<file path="src/hdl/utf8s_pkg.sv">
// Package for the UTF-8 sanitizer stream block.
// Holds the burst and queue item types, sizes and the replacement character bytes.
// No dependencies.
package utf8s_pkg;

    // Largest number of output bytes that one input byte can cause.
    localparam int BURST_MAX = 12;
    localparam int BURST_CW  = $clog2(BURST_MAX + 1);
    localparam int BURST_IW  = $clog2(BURST_MAX);

    // Bytes of U+FFFD in UTF-8.
    localparam logic [7:0] REPL_0 = 8'hEF;
    localparam logic [7:0] REPL_1 = 8'hBF;
    localparam logic [7:0] REPL_2 = 8'hBD;

    // All output bytes caused by one accepted input byte.
    typedef struct packed {
        logic [BURST_MAX-1:0][7:0] bytes;
        logic [BURST_CW-1:0]       count;
        logic                      fin;
    } burst_t;

    // One output item as it enters the output queue.
    typedef struct packed {
        logic [7:0] out_byte;
        logic       run_last;
        logic       text_end;
    } out_item_t;

    // Status of the burst serializer, used by the checks at the top level.
    typedef struct packed {
        logic                active;
        logic [BURST_IW-1:0] rd;
        logic [BURST_CW-1:0] count;
    } burst_stat_t;

    // Byte of the replacement character at a given position within it.
    function automatic logic [7:0] repl_byte(input logic [1:0] phase);
        logic [7:0] b;
        unique case (phase)
            2'd0:    b = REPL_0;
            2'd1:    b = REPL_1;
            default: b = REPL_2;
        endcase
        return b;
    endfunction

endpackage

</file>
<file path="src/hdl/utf8s_decode.sv">
// Decoder of the UTF-8 sanitizer: holds the partial sequence and builds the output burst.
// Depends on utf8s_pkg.
module utf8s_decode
(
    input  logic              clk,
    input  logic              rst_n,
    input  logic              accept,
    input  logic [7:0]        data_byte,
    input  logic              final_byte,
    output logic              load,
    output utf8s_pkg::burst_t burst,
    output logic [1:0]        held_count
);

    logic [2:0][7:0] held_reg;
    logic [2:0][7:0] held_next;
    logic [1:0]      count_reg;
    logic [1:0]      count_next;
    logic [2:0]      need_reg;
    logic [2:0]      need_next;

    logic            cont;
    logic            lead_go;
    logic [2:0]      n_repl;
    logic [2:0]      n_mid;
    logic [1:0]      mid_src;
    logic [3:0]      rep_end;
    logic [1:0]      mid_idx;

    assign cont = (data_byte[7:6] == 2'b10);

    always_comb
    begin
        held_next  = held_reg;
        count_next = count_reg;
        need_next  = need_reg;
        n_repl     = 3'd0;
        n_mid      = 3'd0;
        mid_src    = 2'd0;
        lead_go    = 1'b0;

        if (count_reg != 2'd0)
        begin
            if (cont)
            begin
                if (({1'b0, count_reg} + 3'd1) >= need_reg)
                begin
                    // Sequence complete: release held bytes and this one.
                    n_mid      = {1'b0, count_reg} + 3'd1;
                    mid_src    = count_reg;
                    count_next = 2'd0;
                    need_next  = 3'd0;
                end
                else
                begin
                    for (int j = 0; j < 3; j++)
                    begin
                        if (count_reg == 2'(j))
                        begin
                            held_next[j] = data_byte;
                        end
                    end
                    count_next = count_reg + 2'd1;
                end
            end
            else
            begin
                // Broken sequence: every held byte becomes a replacement.
                n_repl     = {1'b0, count_reg};
                count_next = 2'd0;
                need_next  = 3'd0;
                lead_go    = 1'b1;
            end
        end
        else
        begin
            lead_go = 1'b1;
        end

        if (lead_go)
        begin
            priority if (data_byte[7] == 1'b0)
            begin
                n_mid = 3'd1;
            end
            else if (data_byte[7:5] == 3'b110)
            begin
                held_next[0] = data_byte;
                count_next   = 2'd1;
                need_next    = 3'd2;
            end
            else if (data_byte[7:4] == 4'b1110)
            begin
                held_next[0] = data_byte;
                count_next   = 2'd1;
                need_next    = 3'd3;
            end
            else if (data_byte[7:3] == 5'b11110)
            begin
                held_next[0] = data_byte;
                count_next   = 2'd1;
                need_next    = 3'd4;
            end
            else
            begin
                n_repl = n_repl + 3'd1;
            end
        end

        // End of text flushes whatever is still held.
        if (final_byte)
        begin
            n_repl     = n_repl + {1'b0, count_next};
            count_next = 2'd0;
            need_next  = 3'd0;
        end
    end

    // The burst is replacements first, then released bytes; a flush at end of text
    // only happens with no released bytes, so it joins the leading replacements.
    assign rep_end = ({1'b0, n_repl} << 1) + {1'b0, n_repl};

    always_comb
    begin
        mid_idx = 2'd0;
        for (int p = 0; p < utf8s_pkg::BURST_MAX; p++)
        begin
            mid_idx = 2'(4'(p) - rep_end);
            if (4'(p) < rep_end)
            begin
                burst.bytes[p] = utf8s_pkg::repl_byte(2'(p % 3));
            end
            else
            begin
                burst.bytes[p] = data_byte;
                for (int j = 0; j < 3; j++)
                begin
                    if ((mid_idx == 2'(j)) && (2'(j) < mid_src))
                    begin
                        burst.bytes[p] = held_reg[j];
                    end
                end
            end
        end
        burst.count = utf8s_pkg::BURST_CW'(rep_end + {1'b0, n_mid});
        burst.fin   = final_byte;
    end

    assign load        = accept && (burst.count != '0);
    assign held_count  = count_reg;

    always_ff @(posedge clk or negedge rst_n)
    begin
        if (!rst_n)
        begin
            count_reg <= 2'd0;
            need_reg  <= 3'd0;
        end
        else if (accept)
        begin
            count_reg <= count_next;
            need_reg  <= need_next;
        end
    end

    always_ff @(posedge clk)
    begin
        if (accept)
        begin
            held_reg <= held_next;
        end
    end

endmodule

</file>
<file path="src/hdl/utf8s_burst.sv">
// UTF-8 sanitizer burst register and serializer: one byte per cycle while space.
// Depends on utf8s_pkg.
module utf8s_burst
(
    input  logic                   clk,
    input  logic                   rst_n,
    input  logic                   load,
    input  utf8s_pkg::burst_t      burst_in,
    input  logic                   space,
    output logic                   in_ready,
    output logic                   push,
    output utf8s_pkg::out_item_t   item,
    output utf8s_pkg::burst_stat_t stat
);

    utf8s_pkg::burst_t             burst_reg;
    logic                          active_reg;
    logic [utf8s_pkg::BURST_IW-1:0] rd_reg;
    logic                          last;

    assign last     = (utf8s_pkg::BURST_CW'(rd_reg)
                       == (burst_reg.count - utf8s_pkg::BURST_CW'(1)));
    assign push     = active_reg && space;
    assign in_ready = !active_reg || (last && space);

    assign item.out_byte = burst_reg.bytes[rd_reg];
    assign item.run_last = last;
    assign item.text_end = last && burst_reg.fin;

    assign stat.active = active_reg;
    assign stat.rd     = rd_reg;
    assign stat.count  = burst_reg.count;

    always_ff @(posedge clk or negedge rst_n)
    begin
        if (!rst_n)
        begin
            active_reg <= 1'b0;
            rd_reg     <= '0;
        end
        else if (load)
        begin
            active_reg <= 1'b1;
            rd_reg     <= '0;
        end
        else if (push)
        begin
            if (last)
            begin
                active_reg <= 1'b0;
            end
            else
            begin
                rd_reg <= rd_reg + utf8s_pkg::BURST_IW'(1);
            end
        end
    end

    always_ff @(posedge clk)
    begin
        if (load)
        begin
            burst_reg <= burst_in;
        end
    end

endmodule

</file>
<file path="src/hdl/utf8s_outq.sv">
// Two-entry output queue of the UTF-8 sanitizer; it parts the output handshake from the serializer.
// Depends on utf8s_pkg.
module utf8s_outq
(
    input  logic                 clk,
    input  logic                 rst_n,
    input  logic                 push,
    input  utf8s_pkg::out_item_t item,
    output logic                 space,
    output logic                 m_tvalid,
    input  logic                 m_tready,
    output utf8s_pkg::out_item_t head
);

    utf8s_pkg::out_item_t q_reg [2];
    logic                 wr_reg;
    logic                 rd_reg;
    logic [1:0]           cnt_reg;
    logic                 pop;

    assign space    = (cnt_reg != 2'd2);
    assign m_tvalid = (cnt_reg != 2'd0);
    assign pop      = m_tvalid && m_tready;
    assign head     = q_reg[rd_reg];

    always_ff @(posedge clk or negedge rst_n)
    begin
        if (!rst_n)
        begin
            wr_reg  <= 1'b0;
            rd_reg  <= 1'b0;
            cnt_reg <= 2'd0;
        end
        else
        begin
            if (push)
            begin
                wr_reg <= ~wr_reg;
            end
            if (pop)
            begin
                rd_reg <= ~rd_reg;
            end
            cnt_reg <= cnt_reg + {1'b0, push} - {1'b0, pop};
        end
    end

    always_ff @(posedge clk)
    begin
        if (push)
        begin
            q_reg[wr_reg] <= item;
        end
    end

endmodule

</file>
<file path="src/hdl/utf8_sanitize_stream.sv">
// Top level of the UTF-8 sanitizer stream block.
// Depends on utf8s_pkg, utf8s_decode, utf8s_burst and utf8s_outq.
//
// Channel  Dir  Handshake           tdata        tlast       tuser
// s_*      in   s_tvalid/s_tready   data_byte    final_byte  -
// m_*      out  m_tvalid/m_tready   out_byte     run_last    text_end
//
// Each accepted byte is decoded in the cycle it is accepted and its whole output burst
// (0 to 12 bytes) is stored in the burst register when not empty. The serializer moves
// one burst byte per cycle into a two-entry output queue while the queue has space;
// a plain ASCII stream runs at one byte per cycle under the same condition.
// A new request is taken when the burst register is empty or its last byte moves on.
// Reset empties the held sequence, the burst register and the output queue.
// A stalled output fills the queue and then holds the burst, which in turn holds input.
module utf8_sanitize_stream
(
    input  logic       clk,
    input  logic       rst_n,

    input  logic       s_tvalid,
    output logic       s_tready,
    input  logic [7:0] s_tdata,   // [7:0] data_byte
    input  logic       s_tlast,   // final_byte

    output logic       m_tvalid,
    input  logic       m_tready,
    output logic [7:0] m_tdata,   // [7:0] out_byte
    output logic       m_tlast,   // run_last
    output logic [0:0] m_tuser    // [0] text_end
);

    logic                   accept;
    logic                   load;
    utf8s_pkg::burst_t      burst;
    logic [1:0]             held_count;
    logic                   space;
    logic                   push;
    utf8s_pkg::out_item_t   item;
    utf8s_pkg::out_item_t   head;
    utf8s_pkg::burst_stat_t stat;

    assign accept = s_tvalid && s_tready;

    // Holds the partial multibyte sequence and builds the burst for each request.
    utf8s_decode u_decode
    (
        .clk        (clk),
        .rst_n      (rst_n),
        .accept     (accept),
        .data_byte  (s_tdata),
        .final_byte (s_tlast),
        .load       (load),
        .burst      (burst),
        .held_count (held_count)
    );

    // Walks through the stored burst, one byte per cycle while the queue has space.
    utf8s_burst u_burst
    (
        .clk      (clk),
        .rst_n    (rst_n),
        .load     (load),
        .burst_in (burst),
        .space    (space),
        .in_ready (s_tready),
        .push     (push),
        .item     (item),
        .stat     (stat)
    );

    // Output queue; its fill level, not m_tready, decides whether the burst moves.
    utf8s_outq u_outq
    (
        .clk      (clk),
        .rst_n    (rst_n),
        .push     (push),
        .item     (item),
        .space    (space),
        .m_tvalid (m_tvalid),
        .m_tready (m_tready),
        .head     (head)
    );

    assign m_tdata    = head.out_byte;
    assign m_tlast    = head.run_last;
    assign m_tuser[0] = head.text_end;

`ifndef SYNTH
    // End of text always leaves nothing held.
    a_fin_clears_hold: assert property (@(posedge clk) disable iff (!rst_n)
        (accept && s_tlast) |=> (held_count == 2'd0))
        else $error("held sequence survives end of text");

    // End of text always causes at least one result.
    a_fin_gives_burst: assert property (@(posedge clk) disable iff (!rst_n)
        (accept && s_tlast) |=> stat.active)
        else $error("end of text produced no burst");

    // The serializer index stays inside the stored burst.
    a_rd_in_range: assert property (@(posedge clk) disable iff (!rst_n)
        stat.active |-> (utf8s_pkg::BURST_CW'(stat.rd) < stat.count))
        else $error("burst index beyond burst length");

    // The last byte of the text is also the last byte of its run.
    a_end_is_last: assert property (@(posedge clk) disable iff (!rst_n)
        (m_tvalid && m_tuser[0]) |-> m_tlast)
        else $error("text end without run end");
`endif

endmodule

</file>
<file path="config.mk">
export PLATFORM = sky130hd
export DESIGN_NAME = utf8_sanitize_stream
export DESIGN_NICKNAME = d
export VERILOG_FILES = /design/src/hdl/utf8s_pkg.sv /design/src/hdl/utf8s_decode.sv /design/src/hdl/utf8s_burst.sv /design/src/hdl/utf8s_outq.sv /design/src/hdl/utf8_sanitize_stream.sv
export SDC_FILE = /design/constraint.sdc
export NUM_CORES = 1
export LEC_CHECK = 0
export BUFFER_PORTS_ARGS = -buffer_cell sky130_fd_sc_hd__buf_2
export CAP_MARGIN = 25
export CORE_ASPECT_RATIO = 2
export CORE_UTILIZATION = 60
export CTS_BUF_LIST = sky130_fd_sc_hd__clkbuf_2
export CTS_CLUSTER_SIZE = 40
export DETAILED_ROUTE_END_ITERATION = 10
export PLACE_DENSITY = 0.77
export SLEW_MARGIN = 20
export SYNTH_ARGS = -nofsm -noshare
export SYNTH_HDL_FRONTEND = slang
export SYNTH_SLANG_ARGS = --single-unit
</file>
<file path="constraint.sdc">
create_clock -name clk -period 16.85 [get_ports clk]
set_clock_uncertainty 0.1 [all_clocks]
set_input_delay 0 -clock clk [delete_from_list [all_inputs] [get_ports clk]]
set_output_delay 0 -clock clk [all_outputs]
set_load 0.005 [all_outputs]
</file>
==> results of run 1 <==
-- report_power, final --
| group | total (W) | switching [W] | leakage (nW) | internal [W] |
|---|---|---|---|---|
| combinational | 0.000621 | 0.000376 | 1.98 | 0.000245 |
| clock | 0.000218 | 0.000135 | 0.146 | 0.0000830 |
| sequential | 0.000627 | 0.0000518 | 1.49 | 0.000575 |
| total | 0.00147 | 0.000564 | 3.62 | 0.000902 |
-- worst paths after layout --
kind / startpoint / to / slack [ps] / depth (start not counted)
max in group asynchronous: rst_n / u_outq.wr_reg$_DFFE_PN0P_ / 15770 / 3
max reg2reg: u_decode.held_count[1]$_DFFE_PN0P_ / u_burst.burst_reg[21]$_SDFFCE_PN1P_ / 10020 / 19
min reg2reg: u_outq.cnt_reg[1]$_DFF_PN0_ / u_outq.cnt_reg[1]$_DFF_PN0_ / 410 / 1
min: s_tdata[2] / u_decode.held_reg[2]$_DFFE_PP_ / 110 / 3
min in group asynchronous: rst_n / u_decode.need_reg[1]$_DFFE_PN0P_ / 340 / 3
max: u_decode.held_count[1]$_DFFE_PN0P_ / u_burst.burst_reg[21]$_SDFFCE_PN1P_ / 10020 / 19
-- synthesized netlist by cell type, drive strengths merged (14+ instances only) --
library cell,instances,area [sq um]
mux4,24,541
nand3b,15,113
nand3,39,195
a21oi,19,98.9
ha,25,313
o21ai,18,90.1
buf,26,136
and3,17,106
edfxtp,145,4350
inv,30,113
nor2,54,210
a211o,15,131
mux2,14,158
clkbuf,14,52.6
dfrtp,14,350
mux2i,25,250
nand2b,16,110
nand2,63,239
or2,17,106
-- layer usage --
layer / routed length [microns] / global-route usage, %
met5: 0 / 0
met4: 734 / 15.1
met3: 1010 / 3.87
met2: 11900 / 53.6
met1: 7230 / 32.2
-- metrics by stage --
step	hold slack (ps)	std cells	cell area (sq um)	total power [W]	setup WS, ps
global route	34.7	953	9500	0.00155	9630
floorplan	-396	712	8730	0.00108	8580
global placement	-157	893	8950	0.00122	10320
detailed placement	-153	893	8950	0.00125	10010
finish	107	953	9500	0.00147	10020
CTS	0.0117	947	9430	0.00147	9950
-- critical path: cells and delay by family (launching register included) --
| kind | cells | cell delay (ps) |
|---|---|---|
| flip-flops | 1 | 600 |
| AO/OA/AOI/OAI | 4 | 1350 |
| XOR/XNOR | 1 | 160 |
| multiplexers | 1 | 340 |
| AND/OR/NAND/NOR | 2 | 390 |
| adder cells (fa/ha/maj) | 6 | 2130 |
| buffers and inverters | 5 | 1390 |
-- cell families after synthesis --
group | Yosys count
AOI/OAI and AO/OA | 114
xor gates and xnor gates | 17
adders and majority gates | 28
buffers and inverters | 70
DFF | 159
muxes | 63
and+or+nand+nor | 261
-- cell type report --
| class | count | area share [%] |
|---|---|---|
| Multi-Input combinational cell | 483 | 39.3 |
| Clock inverter | 14 | 1.74 |
| Antenna cell | 1 | 0.0263 |
| Clock buffer | 18 | 0.948 |
| Inverter | 30 | 1.19 |
| Tap cell | 192 | 2.53 |
| Timing Repair Buffer | 56 | 4.75 |
| Sequential cell | 159 | 49.5 |
==> flow_summary.ini, run 1 <==
[outcome]
result_of_the_run = finished clean

[timing]
tns_ps = 0
final_worst_path_cycle_share_pct = 40.5
max-slew-margin-rel_pct = 33.9
period_needed_ps = 6830
setup-violations-final = 0
max_slew.worst_pin.slew_ps = 988
timing_hold_violations_final = 0
setup_repair_after_global_routing_missed_its_margin = false
final_max_slew_viol_count = 0
max_freq_ghz = 0.146

[power]
powerDensity_mw_per_mm2 = 154
leakage_nw = 3.62
irDropWorstVdd_mv = 0.128

[yosys]
synthSimpleGateAreaFrac_pct = 16.0
main_combinational_cell_family_by_area_after_synthesis = simple AND/OR/NAND/NOR gates
synth_register_bits = 159
synth_compound_gate_area_share_pct = 9.64
postSynthAreaPerCell_sq_um = 12.3
yosysWarnings = 0
synth_top_flop_cell = sky130_fd_sc_hd__edfxtp_1
synth_adder_area_share_pct = 4.27
number_of_distinct_library_cell_variants_in_the_gate_level_netlist_after_synthesis = 64
synth_edf_count = 145
syn_nets = 753
postSynthCellCount = 712
synth-seq-area-share_pct = 53.9
synth-async-reset-ratio_pct = 8.81
synthMuxAreaShare_pct = 10.9
synth_xor_xnor_area_share_pct = 1.86
syn_area_sq_mm = 0.00873

[cells_and_area]
number_of_flip_flops_in_the_largest_register = 97
highest_count_cells_in_the_layout_ignoring_fill_and_taps = 145 x sky130_fd_sc_hd__edfxtp_1, 62 x sky130_fd_sc_hd__nand2_1, 53 x sky130_fd_sc_hd__nor2_1
multi_input_area_sq_mm = 0.00373
sequential_cell_area_sq_mm = 0.00470
layout.core_utilization_pct = 66.6
fillerInstances = 1089
area_growth_pct = 8.81
num-nets-final = 788
mostFrequentLayoutCell = sky130_fd_sc_hd__edfxtp_1
post_route_cells_drive_above_1_share_pct = 16.1

[floorplan]
dieWidth_microns = 87.3
io_pins = 25
rows = 62
fp.dieArea_sq_mm = 0.0151
core_area_sq_mm = 0.0143
floorplan.initialDensity_pct = 61.2
die_y_microns = 173

[worst_setup_path]
required_time_of_the_worst_setup_path_ps = 17160
maximum_fanout_count_along_the_critical_path = 54
type_of_the_setup_path_with_the_least_slack = reg2reg
worst_setup_path_end_kind = flip-flop
max_stage_delay_ps = 600
crit_top_cell = sky130_fd_sc_hd__ha_1
crit_path_cell_trace = inv_1 > ha_1 > ha_1 > a21oi_1 > o21ai_1 > buf_4 > o311ai_0 > ha_1 > fa_1 > mux2_2 > ha_1 > inv_1 > fa_1 > xor2_1 > nor3_1 > nor4_2 > a31oi_4 > buf_4 > buf_16
arrival_ps = 7150
worst_setup_path_start_kind = flip-flop
crit_path_top_delay_cell = sky130_fd_sc_hd__dfrtp_1

[clocking]
ctsResizeCount = 0
tritoncts = built
cts.clk_slew.worst_paths_ps = 230
tritoncts.num_buffers = 17
cts_buffer_depth = 2
clk_latency_ps = 730
clkSinkCount = 159
postCtsSetupBuffers = 0
ctsRootBufferMaster = sky130_fd_sc_hd__clkbuf_2
htreeDepth = 4
post_cts_hold_buffers = 22

[detailed_routing]
drt-pass1-iter-count = 5
avgRoutedWirePerCell_microns = 21.9
avgViaCountPerCell = 6.33
route.vias.total = 6037
detail_route.iter0.violations = 557
wirelength_microns = 20900
route.detailed.drc = 0
route.antenna.remaining_nets = 0

[global_routing]
grt_pass1_vias = 6108
grt_remaining_overflow = 0
grt_first_pass_wirelength_microns = 32500
grt_use_total_pct = 29.4
grt_max_degree = 89
antenna_violations_before_repair = 1

[place]
port_buffers = 24
final_wtd_congestion = 0.926
dp_hpwl_microns = 15300

[worst_hold_path]
min_path_type = in2reg

[flow_run]
drv_cap = 0
Note: power is estimated with default switching activity, not from simulation.
==> inputs of run 2 (changes only) <==
- CORE_UTILIZATION: 60 -> 59
- PLACE_DENSITY: 0.77 -> 0.79
- clock period: 16.85 -> 5.7 ns (I/O delays scaled with it)
==> flow_summary.ini, run 2 (same netlist as run 1, synthesis figures left out) <==
[detailed_routing]
drt-pass1-iter-count = 6
avgRoutedWirePerCell_microns = 22.0
avgViaCountPerCell = 6.31
detail_route.iter0.violations = 506
route.vias.total = 6048
wirelength_microns = 21100
route.detailed.drc = 0
route.antenna.remaining_nets = 0

[floorplan]
dieWidth_microns = 88.0
fp.dieArea_sq_mm = 0.0153
floorplan.initialDensity_pct = 60.5
io_pins = 25
rows = 62
core_area_sq_mm = 0.0144
die_y_microns = 174

[clocking]
cts.clk_slew.worst_paths_ps = 250
ctsResizeCount = 0
ctsRootBufferMaster = sky130_fd_sc_hd__clkbuf_2
tritoncts = built
tritoncts.num_buffers = 17
htreeDepth = 4
cts_buffer_depth = 2
clk_latency_ps = 760
clkSinkCount = 159

[cells_and_area]
mostFrequentLayoutCell = sky130_fd_sc_hd__edfxtp_1
multi_input_area_sq_mm = 0.00387
num-nets-final = 794
number_of_flip_flops_in_the_largest_register = 97
sequential_cell_area_sq_mm = 0.00471
post_route_cells_drive_above_1_share_pct = 19.7
final_area_sq_mm = 0.00969
layout.core_utilization_pct = 67.1
highest_count_cells_in_the_layout_ignoring_fill_and_taps = 145 x sky130_fd_sc_hd__edfxtp_1, 61 x sky130_fd_sc_hd__nand2_1, 53 x sky130_fd_sc_hd__nor2_1
area_growth_pct = 10.9
fillerInstances = 1097

[worst_setup_path]
worst_setup_path_start_kind = flip-flop
ff2ff_path_depth = 15
rrSetupSlack_ps = 460
arrival_ps = 5570
critical_path.endpoint = u_burst.burst_reg[7]$_SDFFCE_PN1P_
regToRegStartpoint = u_decode.held_count[0]$_DFFE_PN0P_
maximum_fanout_count_along_the_critical_path = 90
crit_path_start = u_decode.held_count[0]$_DFFE_PN0P_
crit-reg2reg-capture = u_burst.burst_reg[7]$_SDFFCE_PN1P_
worst_setup_path_end_kind = flip-flop
type_of_the_setup_path_with_the_least_slack = reg2reg
required_time_of_the_worst_setup_path_ps = 6030

[timing]
max_slew.worst_pin.slew_ps = 889
setup-violations-final = 0
tns_ps = 0
setup_repair_after_global_routing_missed_its_margin = false
max-slew-margin-rel_pct = 40.7
timing_hold_violations_final = 0
period_needed_ps = 5240
final_worst_path_cycle_share_pct = 91.9
max_freq_ghz = 0.191
setup_slack_of_the_critical_path_after_layout_ps = 460
final_max_slew_viol_count = 0

[power]
report.power.total_w = 0.00449
powerDensity_mw_per_mm2 = 463
irDropWorstVdd_mv = 0.431
leakage_nw = 3.68

[place]
final_wtd_congestion = 0.951
place_ws_ps = 540
detailed_place.area_sq_mm = 0.00917
dp_hpwl_microns = 15500
port_buffers = 24

[global_routing]
grt_first_pass_wirelength_microns = 33000
grt_pass1_vias = 6310
grt_use_total_pct = 29.7
antenna_violations_before_repair = 1
grt_max_degree = 91
grt_remaining_overflow = 0

[flow_run]
drv_cap = 0

[outcome]
result_of_the_run = finished clean

[worst_hold_path]
min_path_type = in2reg
[run 2: worst min-delay path by stage]
stage,end,from,slack (ps),depth (start not counted)
floorplan,u_burst.active_reg$_DFFE_PN0P_,rst_n,-400,0
global placement,u_burst.rd_reg[2]$_DFFE_PN0P_,rst_n,-160,1
detailed placement,u_burst.rd_reg[1]$_DFFE_PN0P_,rst_n,-160,1
CTS,u_decode.held_reg[19]$_DFFE_PP_,s_tdata[3],10,2
global route,u_decode.held_reg[22]$_DFFE_PP_,s_tdata[6],10,2
finish,u_decode.held_reg[14]$_DFFE_PP_,s_tdata[6],70,2
[run 2: power breakdown]
| part | switching (W) | internal [W] | total, W |
|---|---|---|---|
| Combinational | 0.00117 | 0.000805 | 0.00197 |
| Sequential | 0.000157 | 0.00170 | 0.00186 |
| Clock | 0.000436 | 0.000219 | 0.000656 |
| Total | 0.00176 | 0.00272 | 0.00449 |
[run 2: layout make-up]
cell class	count	area share [%]
flip-flops and latches	159	48.6
inverters	30	1.24
multi-input cells	483	40.0
clock buffers	17	0.878
diodes	1	0.0258
clock inverters	15	1.83
well taps	192	2.48
repair buffers	62	4.96
[run 2: metal layers]
metal | global-route usage [%] | vias up | share of wire (%)
met2 | 53.9 | 261 | 56
met3 | 5.65 | 83 | 5.0
met5 | 0 | - | 0
met4 | 16.3 | 0 | 4.6
met1 | 31.1 | 2949 | 34
li1 | - | 2755 | -
[run 2: what timing repair did]
item,CTS,global route
hold buffers,22,3
hold endpoints to repair,142,5
setup buffers,0,0
[run 2: per-stage QoR]
stage	cells	hold WS [ps]
finish	959	72.5
global route	959	10.4
CTS	955	11.8
detailed placement	901	-162
global placement	901	-157
floorplan	712	-396
[run 2: worst max-delay path, stage by stage, from the launching register on]
cell and delay [ps]:
sky130_fd_sc_hd__dfrtp_1 550, sky130_fd_sc_hd__buf_4 230, sky130_fd_sc_hd__ha_1 300, sky130_fd_sc_hd__nor2b_1 190, sky130_fd_sc_hd__o21a_2 390, sky130_fd_sc_hd__nand3_1 110
sky130_fd_sc_hd__o21ai_0 140, sky130_fd_sc_hd__and2_1 180, sky130_fd_sc_hd__fa_1 440, sky130_fd_sc_hd__mux2i_1 460, sky130_fd_sc_hd__fa_1 640, sky130_fd_sc_hd__xor2_2 220
sky130_fd_sc_hd__o21a_1 220, sky130_fd_sc_hd__nor4_4 80, sky130_fd_sc_hd__a31oi_4 200, sky130_fd_sc_hd__buf_12 390
==> inputs of run 3 (changes only) <==
- CORE_UTILIZATION: 59 -> 40
- PLACE_DENSITY: 0.79 -> default
==> flow_summary.ini, run 3 (same netlist as run 1, synthesis figures left out) <==
[outcome]
result_of_the_run = finished clean

[global_routing]
globalRouteMet3Util_pct = 3.33
antenna_violations_before_repair = 1
grt_use_total_pct = 20.5
grt_max_degree = 103
grt_pass1_vias = 6261
gr_busiest_metal = met2
grt_first_pass_wirelength_microns = 34300
use_met2_pct = 40.1
grt_remaining_overflow = 0
grt.met1_usage_pct = 20.0

[detailed_routing]
route.detailed.drc = 0
route.antenna.remaining_nets = 0
drt-pass1-iter-count = 5
avgRoutedWirePerCell_microns = 20.8
avgViaCountPerCell = 5.72
detail_route.iter0.violations = 443
route.vias.total = 5950
wirelength_microns = 21700

[timing]
period_needed_ps = 5420
timing_hold_violations_final = 0
max_freq_ghz = 0.185
setup-violations-final = 0
final_worst_path_cycle_share_pct = 95.0
setup_repair_after_global_routing_missed_its_margin = false
final_max_slew_viol_count = 0
max_slew.worst_pin.slew_ps = 922
max-slew-margin-rel_pct = 38.1

[clocking]
postCtsSetupBuffers = 0
cts.clk_slew.worst_paths_ps = 250
htreeDepth = 4
cts_buffer_depth = 2
ctsRootBufferMaster = sky130_fd_sc_hd__clkbuf_2
clkSinkCount = 159
tritoncts.num_buffers = 17
clk_latency_ps = 750
tritoncts = built

[worst_setup_path]
arrival_ps = 5990
worst_setup_path_start_kind = flip-flop
type_of_the_setup_path_with_the_least_slack = reg2reg
required_time_of_the_worst_setup_path_ps = 6270
worst_setup_path_end_kind = flip-flop
maximum_fanout_count_along_the_critical_path = 12

[floorplan]
io_pins = 25
fp.dieArea_sq_mm = 0.0225
die_y_microns = 211
rows = 76
floorplan.initialDensity_pct = 40.6
dieWidth_microns = 106
core_area_sq_mm = 0.0215

[worst_hold_path]
min_path_type = in2reg

[place]
final_wtd_congestion = 0.936
port_buffers = 24
detailed_place.area_sq_mm = 0.00930
dp_hpwl_microns = 16300

[cells_and_area]
highest_count_cells_in_the_layout_ignoring_fill_and_taps = 145 x sky130_fd_sc_hd__edfxtp_1, 61 x sky130_fd_sc_hd__nand2_1, 53 x sky130_fd_sc_hd__nor2_1
mostFrequentLayoutCell = sky130_fd_sc_hd__edfxtp_1
area_growth_pct = 12.7
post_route_cells_drive_above_1_share_pct = 20.2
num-nets-final = 795
number_of_flip_flops_in_the_largest_register = 97
final_area_sq_mm = 0.00984
fillerInstances = 1996

[power]
powerDensity_mw_per_mm2 = 464
report.power.total_w = 0.00457
leakage_nw = 3.71
irDropWorstVdd_mv = 0.248

[flow_run]
drv_cap = 0
==> run 3: cell types whose count changed in the layout (fill, tap and decap cells not counted), sizes merged <==
| cell | change |
|---|---|
| dlygate4sd3 | -2 |
| inv | -6 |
| bufinv | +3 |
| clkinv | +2 |
| clkbuf | +1 |
| buf | +3 |
==> run 3: area by class of cell <==
type,instances,area [sq um],area share (%)
antenna,1,2.50,0.0254
inverter,30,120,1.22
clock buffer,18,90.1,0.915
clock inverter,14,215,2.19
multi-input combinational,483,3870,39.4
sequential,159,4710,47.8
tap,273,342,3.47
timing repair buffer,63,490,4.98
==> run 3: path summary, 6_finish.rpt <==
path                                               startpoint                                 end  slack [ps]  depth (start not counted)
min                                                s_tdata[5]     u_decode.held_reg[21]$_DFFE_PP_          80                          2
min in group asynchronous                               rst_n  u_decode.held_count[0]$_DFFE_PN0P_         260                          3
max                        u_decode.held_count[1]$_DFFE_PN0P_      u_burst.active_reg$_DFFE_PN0P_         280                         19
max reg2reg                u_decode.held_count[1]$_DFFE_PN0P_      u_burst.active_reg$_DFFE_PN0P_         280                         19
min reg2reg                         u_outq.wr_reg$_DFFE_PN0P_           u_outq.wr_reg$_DFFE_PN0P_         420                          1
max in group asynchronous                               rst_n  u_decode.held_count[1]$_DFFE_PN0P_        4720                          3
==> run 3: per-stage QoR <==
| step | setup TNS, ps | worst slack, ps | std cells | util, % | hold slack (ps) |
|---|---|---|---|---|---|
| 3_5_place_dp | 0 | 327 | 985 | 43.3 | -155 |
| 3_3_place_gp | 0 | 517 | 985 | 43.3 | -161 |
| 5_1_grt | 0 | 4.06 | 1041 | 45.8 | 24.2 |
| 6_report | 0 | 284 | 1041 | 45.8 | 79.9 |
| 4_1_cts | 0 | 254 | 1040 | 45.7 | 10.1 |
| 2_1_floorplan | -51660 | -497 | 712 | - | -396 |
==> run 3: critical path, cell delays in order (launching register included) <==
cell	delay, ps
sky130_fd_sc_hd__dfrtp_2	610
sky130_fd_sc_hd__inv_6	110
sky130_fd_sc_hd__ha_4	280
sky130_fd_sc_hd__ha_4	160
sky130_fd_sc_hd__a21oi_2	150
sky130_fd_sc_hd__o21a_2	390
sky130_fd_sc_hd__nand3_1	110
sky130_fd_sc_hd__o21ai_0	150
sky130_fd_sc_hd__and2_1	180
sky130_fd_sc_hd__fa_1	450
sky130_fd_sc_hd__mux2_4	340
sky130_fd_sc_hd__ha_4	310
sky130_fd_sc_hd__inv_2	40
sky130_fd_sc_hd__fa_2	400
sky130_fd_sc_hd__xor2_2	200
sky130_fd_sc_hd__o21a_1	170
sky130_fd_sc_hd__nor4_4	290
sky130_fd_sc_hd__nand3_1	160
sky130_fd_sc_hd__a22o_1	200
sky130_fd_sc_hd__dlygate4sd3_1	560
==> run 3: repair_timing <==
| item | CTS | global route |
|---|---|---|
| setup endpoints to repair | 0 | 94 |
| hold endpoints to repair | 133 | 0 |
| resized for setup | 0 | 2 |
| hold buffers | 23 | 0 |
==> run 3: routing by layer <==
layer | up-vias | routed length [microns]
met5 | - | 0
met4 | 0 | 908
met3 | 69 | 671
met2 | 188 | 12700
met1 | 2936 | 7430
li1 | 2757 | -
==> run 3: power breakdown <==
| group | switching (W) | total (W) | leakage [nW] | internal, W |
|---|---|---|---|---|
| sequential | 0.000152 | 0.00185 | 1.49 | 0.00170 |
| combinational | 0.00116 | 0.00197 | 2.04 | 0.000814 |
| clock | 0.000409 | 0.000744 | 0.174 | 0.000335 |
| total | 0.00172 | 0.00457 | 3.71 | 0.00285 |
